[config.mk]
export PLATFORM = sky130hd
export DESIGN_NAME = ordered_list_store_flat
export DESIGN_NICKNAME = d
export VERILOG_FILES = /design/src/ols_pkg.sv /design/src/ols_req_if.sv /design/src/ols_rsp_if.sv /design/src/ordered_list_store.sv /design/src/ols_mem.sv /design/src/ols_div.sv /design/src/flat_wrapper.sv
export SDC_FILE = /design/constraint.sdc
export NUM_CORES = 2
export LEC_CHECK = 0
export BUFFER_PORTS_ARGS = -buffer_cell sky130_fd_sc_hd__buf_2
export CORE_ASPECT_RATIO = 0.8
export CORE_UTILIZATION = 50
export CTS_CLUSTER_SIZE = 28
export DETAILED_ROUTE_END_ITERATION = 7
export PLACE_DENSITY_LB_ADDON = 0.1
export SLEW_MARGIN = 20
export SYNTH_ARGS = -nofsm -noshare
export SYNTH_HDL_FRONTEND = slang
export SYNTH_SLANG_ARGS = --single-unit
export TNS_END_PERCENT = 30
[constraint.sdc]
create_clock -name clk -period 4.14 [get_ports clk]
set_input_delay 0.414 -clock clk [delete_from_list [all_inputs] [get_ports clk]]
set_output_delay 0.414 -clock clk [all_outputs]
set_load 0.05 [all_outputs]
[src/ols_pkg.sv]
// Shared types and constants for the ordered list store.
// No dependencies; every other file of the block refers to this package.
package ols_pkg;

	localparam int DEPTH_DEF = 64;
	localparam int VAL_W     = 32;
	localparam int CNT_OUT_W = 7;

	typedef enum logic [2:0] {
		REQ_PUSH_BACK  = 3'd0,
		REQ_PUSH_FRONT = 3'd1,
		REQ_POP_BACK   = 3'd2,
		REQ_POP_FRONT  = 3'd3,
		REQ_INSERT     = 3'd4,
		REQ_ERASE      = 3'd5,
		REQ_AVERAGE    = 3'd6,
		REQ_QUERY      = 3'd7
	} req_e;

	typedef enum logic [1:0] {
		STAT_OK    = 2'd0,
		STAT_EMPTY = 2'd1,
		STAT_FULL  = 2'd2
	} stat_e;

	typedef enum logic [1:0] {
		WALK_RIGHT = 2'd0,
		WALK_LEFT  = 2'd1,
		WALK_ERASE = 2'd2,
		WALK_SUM   = 2'd3
	} walk_t;

	typedef enum logic [3:0] {
		ST_IDLE,
		ST_LOOP,
		ST_PROC,
		ST_DIV_GO,
		ST_DIV_WAIT,
		ST_PLACE,
		ST_FRD,
		ST_BRD,
		ST_BCAP,
		ST_OUT
	} state_t;

endpackage

[src/ols_req_if.sv]
// Request channel of the ordered list store: valid, ready and one request word.
// Depends on ols_pkg for the value width.
interface ols_req_if;
	logic                              valid;
	logic                              ready;
	logic [2:0]                        req_type;
	logic signed [ols_pkg::VAL_W-1:0]  item_value;
	logic [7:0]                        slot_position;

	modport source (output valid, req_type, item_value, slot_position, input ready);
	modport sink   (input valid, req_type, item_value, slot_position, output ready);
endinterface

[src/ols_rsp_if.sv]
// Result channel of the ordered list store: valid, ready and one result word.
// Depends on ols_pkg for the value and count widths.
interface ols_rsp_if;
	logic                                 valid;
	logic                                 ready;
	logic signed [ols_pkg::VAL_W-1:0]     front_value;
	logic signed [ols_pkg::VAL_W-1:0]     back_value;
	logic [ols_pkg::CNT_OUT_W-1:0]        entry_count;
	logic [1:0]                           status;

	modport source (output valid, front_value, back_value, entry_count, status, input ready);
	modport sink   (input valid, front_value, back_value, entry_count, status, output ready);
endinterface

[src/ordered_list_store.sv]
// Top level of the ordered list store: request sequencer, entry memory and divider.
// Depends on ols_pkg, ols_req_if, ols_rsp_if, ols_mem and ols_div.
//
// The block holds an ordered list of up to DEPTH signed 32-bit values. A word on the
// req channel asks for one of eight operations: push at the back or front, pop at the
// back or front, insert at a clamped position, erase every match of a value, append
// the truncated average, or query. Each request produces exactly one word on the rsp
// channel with the front value, back value, count and status after the operation.
// The block takes one request at a time: req.ready is high only while it is idle.
// Operations that move entries walk the memory through its single read port, one
// entry at a time: a front push or an insert shifts the entries from the position to
// the back, a front pop shifts the remaining entries forward, an erase compacts every
// entry, and an average sums every entry and then runs the divider.
// A result word stays on rsp until the receiver takes it; no new request is accepted
// meanwhile. Reset empties the list at once; entry contents are not cleared, and
// values read while the list is empty are shown as zero on rsp.
module ordered_list_store #(
	parameter int DEPTH = ols_pkg::DEPTH_DEF
) (
	input  logic     clk,
	input  logic     arst_n,
	ols_req_if.sink  req,
	ols_rsp_if.source rsp
);
	localparam int AW = (DEPTH > 1) ? $clog2(DEPTH) : 1;
	localparam int CW = $clog2(DEPTH + 1);
	localparam int SW = ols_pkg::VAL_W + CW;
	localparam int VW = ols_pkg::VAL_W;

	ols_pkg::state_t state_q, state_d;
	ols_pkg::walk_t  kind_q;
	ols_pkg::stat_e  status_q;
	logic [CW-1:0]   count_q;
	logic [CW-1:0]   i_q;
	logic [CW-1:0]   w_q;
	logic [CW-1:0]   pos_q;
	logic [VW-1:0]   val_q;
	logic signed [SW-1:0] sum_q;
	logic [VW-1:0]   front_q;
	logic [VW-1:0]   back_q;

	logic            mem_we;
	logic [AW-1:0]   mem_waddr;
	logic [VW-1:0]   mem_wdata;
	logic [AW-1:0]   mem_raddr;
	logic [VW-1:0]   mem_rdata;
	logic            div_start;
	logic            div_done;
	logic [VW-1:0]   div_quot;

	logic            accept;
	logic            full;
	logic            empty;
	logic [CW-1:0]   ins_pos;
	logic [CW-1:0]   i_plus;
	logic [CW-1:0]   i_minus;
	logic [31:0]     cnt_ext;

	assign accept  = req.valid && req.ready;
	assign full    = count_q == CW'(DEPTH);
	assign empty   = count_q == '0;
	assign i_plus  = i_q + 1'b1;
	assign i_minus = i_q - 1'b1;
	assign ins_pos = (32'(req.slot_position) >= 32'(count_q)) ? count_q
		: CW'(req.slot_position);

	ols_mem #(.DEPTH(DEPTH), .AW(AW)) u_mem (
		.clk     (clk),
		.we      (mem_we),
		.waddr   (mem_waddr),
		.wdata   (mem_wdata),
		.raddr   (mem_raddr),
		.rdata_q (mem_rdata)
	);

	ols_div #(.SW(SW), .CW(CW)) u_div (
		.clk      (clk),
		.arst_n   (arst_n),
		.start    (div_start),
		.dividend (sum_q),
		.divisor  (count_q),
		.done     (div_done),
		.quotient (div_quot)
	);

	// Next state and memory port control.
	always_comb begin
		state_d   = state_q;
		mem_we    = 1'b0;
		mem_waddr = i_q[AW-1:0];
		mem_wdata = mem_rdata;
		mem_raddr = i_q[AW-1:0];
		div_start = 1'b0;
		case (state_q)
			ols_pkg::ST_IDLE: begin
				if (accept) begin
					state_d = ols_pkg::ST_FRD;
					case (ols_pkg::req_e'(req.req_type))
						ols_pkg::REQ_PUSH_BACK,
						ols_pkg::REQ_PUSH_FRONT,
						ols_pkg::REQ_INSERT: begin
							if (!full) begin
								state_d = ols_pkg::ST_LOOP;
							end
						end
						ols_pkg::REQ_POP_FRONT: begin
							if (!empty) begin
								state_d = ols_pkg::ST_LOOP;
							end
						end
						ols_pkg::REQ_ERASE: state_d = ols_pkg::ST_LOOP;
						ols_pkg::REQ_AVERAGE: begin
							if (!empty && !full) begin
								state_d = ols_pkg::ST_LOOP;
							end
						end
						default: state_d = ols_pkg::ST_FRD;
					endcase
				end
			end
			ols_pkg::ST_LOOP: begin
				case (kind_q)
					ols_pkg::WALK_RIGHT: begin
						mem_raddr = i_minus[AW-1:0];
						state_d   = (i_q > pos_q) ? ols_pkg::ST_PROC : ols_pkg::ST_PLACE;
					end
					ols_pkg::WALK_LEFT: begin
						mem_raddr = i_plus[AW-1:0];
						state_d   = (i_plus < count_q) ? ols_pkg::ST_PROC : ols_pkg::ST_FRD;
					end
					ols_pkg::WALK_ERASE: begin
						state_d = (i_q < count_q) ? ols_pkg::ST_PROC : ols_pkg::ST_FRD;
					end
					default: begin
						state_d = (i_q < count_q) ? ols_pkg::ST_PROC : ols_pkg::ST_DIV_GO;
					end
				endcase
			end
			ols_pkg::ST_PROC: begin
				state_d = ols_pkg::ST_LOOP;
				case (kind_q)
					ols_pkg::WALK_RIGHT,
					ols_pkg::WALK_LEFT: mem_we = 1'b1;
					ols_pkg::WALK_ERASE: begin
						mem_we    = mem_rdata != val_q;
						mem_waddr = w_q[AW-1:0];
					end
					default: mem_we = 1'b0;
				endcase
			end
			ols_pkg::ST_DIV_GO: begin
				div_start = 1'b1;
				state_d   = ols_pkg::ST_DIV_WAIT;
			end
			ols_pkg::ST_DIV_WAIT: begin
				if (div_done) begin
					state_d = ols_pkg::ST_PLACE;
				end
			end
			ols_pkg::ST_PLACE: begin
				mem_we    = 1'b1;
				mem_waddr = pos_q[AW-1:0];
				mem_wdata = val_q;
				state_d   = ols_pkg::ST_FRD;
			end
			ols_pkg::ST_FRD: begin
				mem_raddr = '0;
				state_d   = ols_pkg::ST_BRD;
			end
			ols_pkg::ST_BRD: begin
				mem_raddr = AW'(count_q - 1'b1);
				state_d   = ols_pkg::ST_BCAP;
			end
			ols_pkg::ST_BCAP: state_d = ols_pkg::ST_OUT;
			ols_pkg::ST_OUT: begin
				if (rsp.ready) begin
					state_d = ols_pkg::ST_IDLE;
				end
			end
			default: state_d = ols_pkg::ST_IDLE;
		endcase
	end

	always_ff @(posedge clk or negedge arst_n) begin
		if (!arst_n) begin
			state_q <= ols_pkg::ST_IDLE;
			count_q <= '0;
		end else begin
			state_q <= state_d;
			case (state_q)
				ols_pkg::ST_IDLE: begin
					if (accept && !empty
						&& ols_pkg::req_e'(req.req_type) == ols_pkg::REQ_POP_BACK) begin
						count_q <= count_q - 1'b1;
					end
				end
				ols_pkg::ST_LOOP: begin
					if (kind_q == ols_pkg::WALK_LEFT && !(i_plus < count_q)) begin
						count_q <= count_q - 1'b1;
					end
					if (kind_q == ols_pkg::WALK_ERASE && !(i_q < count_q)) begin
						count_q <= w_q;
					end
				end
				ols_pkg::ST_PLACE: count_q <= count_q + 1'b1;
				default: count_q <= count_q;
			endcase
		end
	end

	// Working registers of the walk; they carry no control meaning while idle.
	always_ff @(posedge clk) begin
		case (state_q)
			ols_pkg::ST_IDLE: begin
				if (accept) begin
					val_q    <= req.item_value;
					i_q      <= count_q;
					w_q      <= '0;
					sum_q    <= '0;
					kind_q   <= ols_pkg::WALK_RIGHT;
					pos_q    <= count_q;
					status_q <= ols_pkg::STAT_OK;
					case (ols_pkg::req_e'(req.req_type))
						ols_pkg::REQ_PUSH_BACK: begin
							if (full) status_q <= ols_pkg::STAT_FULL;
						end
						ols_pkg::REQ_PUSH_FRONT: begin
							pos_q <= '0;
							if (full) status_q <= ols_pkg::STAT_FULL;
						end
						ols_pkg::REQ_INSERT: begin
							pos_q <= ins_pos;
							if (full) status_q <= ols_pkg::STAT_FULL;
						end
						ols_pkg::REQ_POP_BACK: begin
							if (empty) status_q <= ols_pkg::STAT_EMPTY;
						end
						ols_pkg::REQ_POP_FRONT: begin
							i_q    <= '0;
							kind_q <= ols_pkg::WALK_LEFT;
							if (empty) status_q <= ols_pkg::STAT_EMPTY;
						end
						ols_pkg::REQ_ERASE: begin
							i_q    <= '0;
							kind_q <= ols_pkg::WALK_ERASE;
						end
						ols_pkg::REQ_AVERAGE: begin
							i_q    <= '0;
							kind_q <= ols_pkg::WALK_SUM;
							if (empty) begin
								status_q <= ols_pkg::STAT_EMPTY;
							end else if (full) begin
								status_q <= ols_pkg::STAT_FULL;
							end
						end
						default: status_q <= ols_pkg::STAT_OK;
					endcase
				end
			end
			ols_pkg::ST_PROC: begin
				case (kind_q)
					ols_pkg::WALK_RIGHT: i_q <= i_minus;
					ols_pkg::WALK_LEFT:  i_q <= i_plus;
					ols_pkg::WALK_ERASE: begin
						i_q <= i_plus;
						if (mem_rdata != val_q) w_q <= w_q + 1'b1;
					end
					default: begin
						i_q   <= i_plus;
						sum_q <= sum_q + {{CW{mem_rdata[VW-1]}}, mem_rdata};
					end
				endcase
			end
			ols_pkg::ST_DIV_WAIT: begin
				if (div_done) begin
					val_q  <= div_quot;
					pos_q  <= count_q;
					kind_q <= ols_pkg::WALK_RIGHT;
				end
			end
			ols_pkg::ST_BRD:  front_q <= mem_rdata;
			ols_pkg::ST_BCAP: back_q  <= mem_rdata;
			default: val_q <= val_q;
		endcase
	end

	assign cnt_ext         = 32'(count_q);
	assign req.ready       = state_q == ols_pkg::ST_IDLE;
	assign rsp.valid       = state_q == ols_pkg::ST_OUT;
	assign rsp.front_value = empty ? '0 : front_q;
	assign rsp.back_value  = empty ? '0 : back_q;
	assign rsp.entry_count = cnt_ext[ols_pkg::CNT_OUT_W-1:0];
	assign rsp.status      = status_q;

	a_count_bound: assert property (@(posedge clk) disable iff (!arst_n)
		count_q <= CW'(DEPTH))
		else $error("entry count exceeds capacity");

	a_one_at_a_time: assert property (@(posedge clk) disable iff (!arst_n)
		rsp.valid |-> !req.ready)
		else $error("request taken while a result is pending");

	a_div_in_wait: assert property (@(posedge clk) disable iff (!arst_n)
		div_done |-> state_q == ols_pkg::ST_DIV_WAIT)
		else $error("divider finished outside its wait state");

	a_idle_count: assert property (@(posedge clk) disable iff (!arst_n)
		state_q == ols_pkg::ST_OUT |=> $stable(count_q))
		else $error("count changed while a result was held");
endmodule

[src/ols_mem.sv]
// Entry storage of the ordered list store: one write port, one registered read port.
// Depends on ols_pkg for the value width.
module ols_mem #(
	parameter int DEPTH = ols_pkg::DEPTH_DEF,
	parameter int AW    = $clog2(DEPTH)
) (
	input  logic                      clk,
	input  logic                      we,
	input  logic [AW-1:0]             waddr,
	input  logic [ols_pkg::VAL_W-1:0] wdata,
	input  logic [AW-1:0]             raddr,
	output logic [ols_pkg::VAL_W-1:0] rdata_q
);
	logic [ols_pkg::VAL_W-1:0] mem_q [DEPTH];

	always_ff @(posedge clk) begin
		if (we) begin
			mem_q[waddr] <= wdata;
		end
		rdata_q <= mem_q[raddr];
	end
endmodule

[src/ols_div.sv]
// Restoring divider of the ordered list store: signed sum over unsigned count,
// one quotient bit per cycle, truncated toward zero. Depends on ols_pkg.
module ols_div #(
	parameter int SW = 40,
	parameter int CW = 7
) (
	input  logic                      clk,
	input  logic                      arst_n,
	input  logic                      start,
	input  logic signed [SW-1:0]      dividend,
	input  logic [CW-1:0]             divisor,
	output logic                      done,
	output logic [ols_pkg::VAL_W-1:0] quotient
);
	localparam int NW = $clog2(SW + 1);

	logic          busy_q;
	logic          done_q;
	logic          neg_q;
	logic [NW-1:0] cnt_q;
	logic [CW:0]   rem_q;
	logic [SW-1:0] quo_q;
	logic [SW-1:0] mag;
	logic [CW:0]   trial;
	logic          ge;

	assign mag   = dividend[SW-1] ? SW'(-dividend) : SW'(dividend);
	assign trial = {rem_q[CW-1:0], quo_q[SW-1]};
	assign ge    = trial >= {1'b0, divisor};

	always_ff @(posedge clk or negedge arst_n) begin
		if (!arst_n) begin
			busy_q <= 1'b0;
			done_q <= 1'b0;
			cnt_q  <= '0;
		end else begin
			done_q <= 1'b0;
			if (start) begin
				busy_q <= 1'b1;
				cnt_q  <= NW'(SW);
			end else if (busy_q) begin
				cnt_q <= cnt_q - 1'b1;
				if (cnt_q == NW'(1)) begin
					busy_q <= 1'b0;
					done_q <= 1'b1;
				end
			end
		end
	end

	always_ff @(posedge clk) begin
		if (start) begin
			neg_q <= dividend[SW-1];
			rem_q <= '0;
			quo_q <= mag;
		end else if (busy_q) begin
			rem_q <= ge ? (trial - {1'b0, divisor}) : trial;
			quo_q <= {quo_q[SW-2:0], ge};
		end
	end

	assign done     = done_q;
	assign quotient = neg_q ? (ols_pkg::VAL_W)'(-quo_q) : quo_q[ols_pkg::VAL_W-1:0];
endmodule
[src/flat_wrapper.sv]
// flat-port wrapper written by rule: the top's interface ports become plain ports
module ordered_list_store_flat 
#(
	parameter int DEPTH = ols_pkg::DEPTH_DEF
)
  (clk, arst_n, req_valid, req_req_type, req_item_value, req_slot_position, req_ready, rsp_valid, rsp_front_value, rsp_back_value, rsp_entry_count, rsp_status, rsp_ready);
  ols_req_if req_i ();
  ols_rsp_if rsp_i ();
  input  logic clk;
  input  logic arst_n;
  input wire logic [$bits(req_i.valid)-1:0] req_valid;
  input wire logic [$bits(req_i.req_type)-1:0] req_req_type;
  input wire logic [$bits(req_i.item_value)-1:0] req_item_value;
  input wire logic [$bits(req_i.slot_position)-1:0] req_slot_position;
  output wire logic [$bits(req_i.ready)-1:0] req_ready;
  output wire logic [$bits(rsp_i.valid)-1:0] rsp_valid;
  output wire logic [$bits(rsp_i.front_value)-1:0] rsp_front_value;
  output wire logic [$bits(rsp_i.back_value)-1:0] rsp_back_value;
  output wire logic [$bits(rsp_i.entry_count)-1:0] rsp_entry_count;
  output wire logic [$bits(rsp_i.status)-1:0] rsp_status;
  input wire logic [$bits(rsp_i.ready)-1:0] rsp_ready;
  assign req_i.valid = req_valid;
  assign req_i.req_type = req_req_type;
  assign req_i.item_value = req_item_value;
  assign req_i.slot_position = req_slot_position;
  assign req_ready = req_i.ready;
  assign rsp_valid = rsp_i.valid;
  assign rsp_front_value = rsp_i.front_value;
  assign rsp_back_value = rsp_i.back_value;
  assign rsp_entry_count = rsp_i.entry_count;
  assign rsp_status = rsp_i.status;
  assign rsp_i.ready = rsp_ready;
  ordered_list_store #(.DEPTH(DEPTH)) u_core (.clk(clk), .arst_n(arst_n), .req(req_i), .rsp(rsp_i));
endmodule
Word-level counts from Yosys, hierarchy flattened
Memory sizes are Yosys's and may differ from the RTL's. A register that Yosys moved wholly into a read port is not among the register bits.
Cells that the tools add are included.
Cells by class
  add/sub/neg operators: 10
  magnitude comparators: 5
  equality and inequality tests: 28
  mux-type cells: 69
  reductions and logical operators: 30
Operators by type and width (number)
  39-bit two-way mux: 5
  32-bit two-way mux: 6
  7-bit two-way mux: 13
  39-bit case mux with 2 select lines: 1
  32-bit case mux with 2 select lines: 1
  7-bit case mux with 2 select lines: 4
  4-bit case mux with 10 select lines: 1
  39-bit adder: 1
  39-bit negator: 1
  32-bit inequality test: 1
  32-bit negator: 1
  6-bit case mux with 2 select lines: 2
  7-bit by 1-bit adder with 7-bit output, second input constant: 3
  7-bit case mux with 3 select lines: 1
  3-bit two-way mux: 6
  6-bit two-way mux: 3
  6-bit case mux with 3 select lines: 1
  4-bit by 3-bit == test with 1-bit output, second input constant: 4
  8-bit by 7-bit greater-or-equal comparator with 1-bit output: 2
  4-bit case mux with 4 select lines: 1
  7-bit less-than comparator: 2
  7-bit by 1-bit subtractor with 7-bit output, second input constant: 2
  4-bit two-way mux: 3
  2-bit case mux with 3 select lines: 2
  other kinds (34): 75
Word-level totals
  register bits: 226
  RAM bits: 2048
  input bits: 47
  output and inout bits: 75
  logic and storage cells: 160
  memories: 1
Memory list
  u_core.u_mem.mem_q: depth 64, bits a word 32, read ports 1, clocked after memory_dff 1, wr ports 1, RTL line ols_mem.sv:14  | logic [ols_pkg::VAL_W-1:0] mem_q [DEPTH];

Depth between registers and ports, before layout
  word-level depth: 7
  gate-level depth with buffers: 16
  mapped depth without buffers: 13

Cells and area by module
A second synthesis with hierarchy kept.
Second synthesis, totals
  cells, all modules: 5036
  area, all modules: 94147.8 µm²
By module, submodules not included
  ols_mem: instances 1, cells each 3324, area an instance 78504.0 µm², seq. area each 62139.6 µm²
  ordered_list_store: instances 1, cells each 1227, area an instance 11456.0 µm², seq. area each 5079.9 µm²
  ols_div: instances 1, cells each 485, area an instance 4187.8 µm², seq. area each 1541.5 µm²

Worst setup path after synthesis
No wires, ideal clock.
  path type: register to register
  start point: register u_core.state_q[1]
  end point: memory u_core.u_mem.mem_q[0][1] (netlist name), data pin
  library setup time: 702 ps
  arrival time: 3696 ps
  required time: 3438 ps
  setup slack: -258 ps
  cell stages (with the launch flop): 7
  buffers on the path: 3
  clock period less this slack: 4398 ps
  cell sequence: dfrtp_1 > buf_2 > nand2b_1 > nor2_1 > clkbuf_1 > clkbuf_1 > o21ai_0
On the way
  word-level cells in the longest chain between the ends: 2
Ends and longest elaborated chain
  start: declaration: RTL line ordered_list_store.sv:30  | ols_pkg::state_t state_q, state_d;
  start signal: assignment: RTL line ordered_list_store.sv:186  | state_q <= ols_pkg::ST_IDLE;
  start signal: assignment: RTL line ordered_list_store.sv:189  | state_q <= state_d;
  4-bit by 3-bit == test with 1-bit output: RTL line ordered_list_store.sv:94  | case (state_q)
  32-bit two-way mux: RTL line ordered_list_store.sv:94
  net u_core.mem_wdata[1]: RTL line ordered_list_store.sv:44  | logic [VW-1:0] mem_wdata;
  end: declaration: RTL line ols_mem.sv:14
The timed path passes the listed nets, and every way through them passes these cells.

Worst setup path in the final report
  start point: register u_core.state_q[0]
  end point: register u_core.u_mem.rdata_q[26] (netlist name), read port of u_core.u_mem.mem_q
On the way
  word-level cells in the longest chain between the ends: 2
  elaborated cells on any way between the ends: 4
  classes of those cells: 3 x eq/ne; 1 x mux
Ends and longest elaborated chain
  4-bit by 3-bit == test with 1-bit output / 4-bit by 1-bit == test with 1-bit output (equally long branches): RTL line ordered_list_store.sv:94
  6-bit case mux with 3 select lines (*): RTL line ordered_list_store.sv:94
  end: declaration: RTL line ols_mem.sv:12  | output logic [ols_pkg::VAL_W-1:0] rdata_q
Mark *: on every way between the ends. The rest lies on a longest branch, timed or not.
A chain may end at the register's enable or synchronous reset.

==> metrics <==
cell-internal power=0.0547 W; DR vias=64800; busiest grt layer=met1; share of the synthesized area in the top cell type=0.700; clock skew=48.4 ps; All-Layer GR Usage=0.284; fin crit share=0.981; # clock sinks=2306; commonest cells in the synthesized netlist=edfxtp_1, nand2_1, a311oi_1; Pre-antenna DRT Iters=6; core area=0.191 mm^2; Avg Synthesized Cell Area=12.8 um^2; grt met3 use=0.0441; setup violators final=0; DIE WIDTH=493 um; FF-to-FF setup slack=80 ps; Root Driver=clkbuf_16; share of layout cells above drive strength 1=0.126; NetSw=0.0369 W; Synth warnings=0; DRT iter0 DRCs=7785; Combinational Power Share=0.429; RSZ-0062 raised after global routing=no; Mapped Nets=7667; area leader, netlist=edfxtp_1; Initial Utilization=0.506; Fin. Hold Viols=0; post-synthesis sequential area ratio=0.713; Clk Latency, worst-skew pair=870 ps; vias in the first global route=60600; CTS clock-pin slew for the worst setup and hold paths=60 ps; Detail Route Antenna Nets=0; Post-synth EDFFs=2248; nature of the critical path startpoint=flip-flop; met2 track demand over resource=0.422; DRC Markers=0; critical path class=flip-flop to flip-flop; HPWL after detailed placement=173000 um; crit-path cells=buf_4, nand2b_1, nor3_2, o21ai_1, o221a_2, nand2_4, buf_12, buf_4, a311oi_1, a31oi_1, o221ai_1, a211o_1; M1 GR Usage=0.442; fin crit period=4060 ps; antenna violations before repair=2; synth top area cells=edfxtp_1, nand2_1, a311oi_1; cell mode on critical path=buf_4; drt wl/cell=26.5 um; fmax=246 MHz; total leakage power=39.0 nW; CP required=4890 ps; PortBufs=121; I/O pins=122; arrival time worst endpoint=4810 ps; number of library cell types mapped by synthesis=80; largest net degree at the start of global routing=106; clock network power share=0.212; outcome=complete, no violations; Max Slew Vio Count=0; cells after synthesis=7533; global-route wire length before repair=411000 um; CTS tree=built; post-route cell area=0.111 mm^2; Congestion Overflow GR=0; Hold WS=50.8 ps; slowest CP cell=dfrtp_1; Yosys reg bits=2306; top_reg_cell synth=edfxtp_1; chip height=395 um; drt total wl=280000 um; Synth async-reset ratio=0.00824; GP Congestion=0.882; Max Buffers Root-to-Sink=3; slew margin rel.=0.244; largest stage delay on the critical path=580 ps; H-tree levels=4; row cnt=143; Fin Setup TNS=0 ps; area delta synth->final=15.1%; Net Sw Frac=0.403; die area=0.195 mm^2; most frequent cell after synthesis=edfxtp_1; post-synth design cell area=0.0965 mm^2; Cell Pwr Density=825 mW/mm^2; vias per cell=6.13; Worst Hold Class=primary input to flip-flop; crit-path max FO=47; Worst setup EP type=flip-flop; Flop pwr share=0.359; nets=7984; number of CTS-inserted buffers=218; Area after DPL=0.104 mm^2; Max-Cap Viols=0; worst slew pin tran=1130 ps; VDD IR max=0.770 mV
[routing by layer]
metal / routed length [um] / share of wire / vias up
li1: - / - / 28900
met1: 127000 / 0.46 / 32800
met2: 125000 / 0.45 / 2742
met3: 22900 / 0.082 / 356
met4: 4950 / 0.018 / 0
met5: 0 / 0 / -
[cells by family after synthesis]
logic type,count (synthesis),share of synthesized area
buffers and inverters,567,0.0235
multiplexers,15,0.00160
flip-flops,2306,0.713
adder cells (fa/ha/maj),87,0.0114
AND/OR/NAND/NOR,3137,0.143
AO/OA/AOI/OAI,1258,0.0929
XOR/XNOR,163,0.0148
[stage by stage]
step	utilization	setup WS, ps	total power, W	cells
detailed placement	0.544	-119	0.0723	10100
global route	0.582	0.344	0.0958	10600
floorplan	-	15.2	0.0555	7533
finish	0.582	77.3	0.0916	10600
CTS	0.582	15.6	0.0917	10600
global placement	0.544	-54.2	0.0719	10100
[power by group through the flow]
| stage | logic (W) | clock network, W | registers [W] |
|---|---|---|---|
| detailed placement | 0.0389 | 0 | 0.0333 |
| global placement | 0.0386 | 0 | 0.0333 |
| global route | 0.0423 | 0.0205 | 0.0330 |
| CTS | 0.0392 | 0.0197 | 0.0329 |
| finish | 0.0393 | 0.0194 | 0.0329 |
| floorplan | 0.0223 | 0 | 0.0332 |
[cell type report]
cell class | instances | area (um^2)
fillers | 15300 | 79700
clock inverters | 100 | 838
repair buffers | 615 | 5930
multi-input cells | 4660 | 26200
well taps | 2537 | 3170
diodes | 2 | 5.00
clock buffers | 299 | 5980
flip-flops and latches | 2306 | 68800
inverters | 49 | 184
[critical path, delay by kind of cell, from the launching register on]
kind / cells / cell delay [ps]
AOI/OAI and AO/OA: 6 / 1720
buffers and inverters: 3 / 880
and+or+nand+nor: 3 / 740
DFF: 1 / 580
[cells in the final DEF (no fill, tap or decap), types with 19 or more instances in the layout]
master	synthesis	layout
xnor2_1	68	68
nand2_1	1956	1919
nor2_1	202	134
o22ai_1	41	41
nand3_1	390	388
a31oi_1	72	72
dfrtp_1	19	19
nor2_4	1	68
o221ai_1	36	34
clkinv_2	0	32
a21o_1	27	27
and3_1	359	359
ha_1	85	84
o31ai_1	25	25
nor3_1	20	19
buf_12	0	121
a211o_1	37	37
edfxtp_1	2248	2248
a311oi_1	416	416
clkinv_1	1	46
dfxtp_1	39	39
nand2_2	0	34
buf_2	99	121
clkbuf_1	355	65
inv_1	48	48
o21ai_0	183	181
and2_1	71	71
dlygate4sd3_1	0	38
a211oi_1	43	43
or3_1	38	38
xor2_1	95	95
buf_4	3	334
o311ai_0	31	31
clkbuf_16	0	223
a21oi_1	266	266
[registers in the layout, summed over array words and instances (netlist names)]
name and flops:
u_core.back_q 32, u_core.front_q 32, u_core.i_q 7, u_core.kind_q 2
u_core.pos_q 7, u_core.rsp.entry_count 7, u_core.rsp.status 2, u_core.state_q 4
u_core.sum_q 39, u_core.u_div.busy_q 1, u_core.u_div.cnt_q 6, u_core.u_div.done 1
u_core.u_div.neg_q 1, u_core.u_div.quo_q 39, u_core.u_div.rem_q 7, u_core.u_mem.mem_q 2048
u_core.u_mem.rdata_q 32, u_core.val_q 32, u_core.w_q 7
[worst paths after layout]
check	cells past startpoint	endpoint	from
setup / recovery	12	u_core.u_mem.rdata_q[26]	u_core.state_q[0]
setup reg to reg	12	u_core.u_mem.rdata_q[26]	u_core.state_q[0]
min in group asynchronous	2	u_core.rsp.entry_count[0]	arst_n
max in group asynchronous	2	u_core.u_div.cnt_q[0]	arst_n
hold / removal	3	u_core.val_q[5]	req_item_value[5]
hold reg to reg	2	u_core.u_div.rem_q[6]	u_core.u_div.rem_q[6]
[timing repair]
action,CTS,global route
endpoints found under the setup margin,2,12
hold buffers,38,0
gates resized for setup,1,3
setup buffers,2,0
endpoints found under the hold margin,57,0
pin swaps,1,0
No activity file was read; power rests on OpenSTA's default activity.
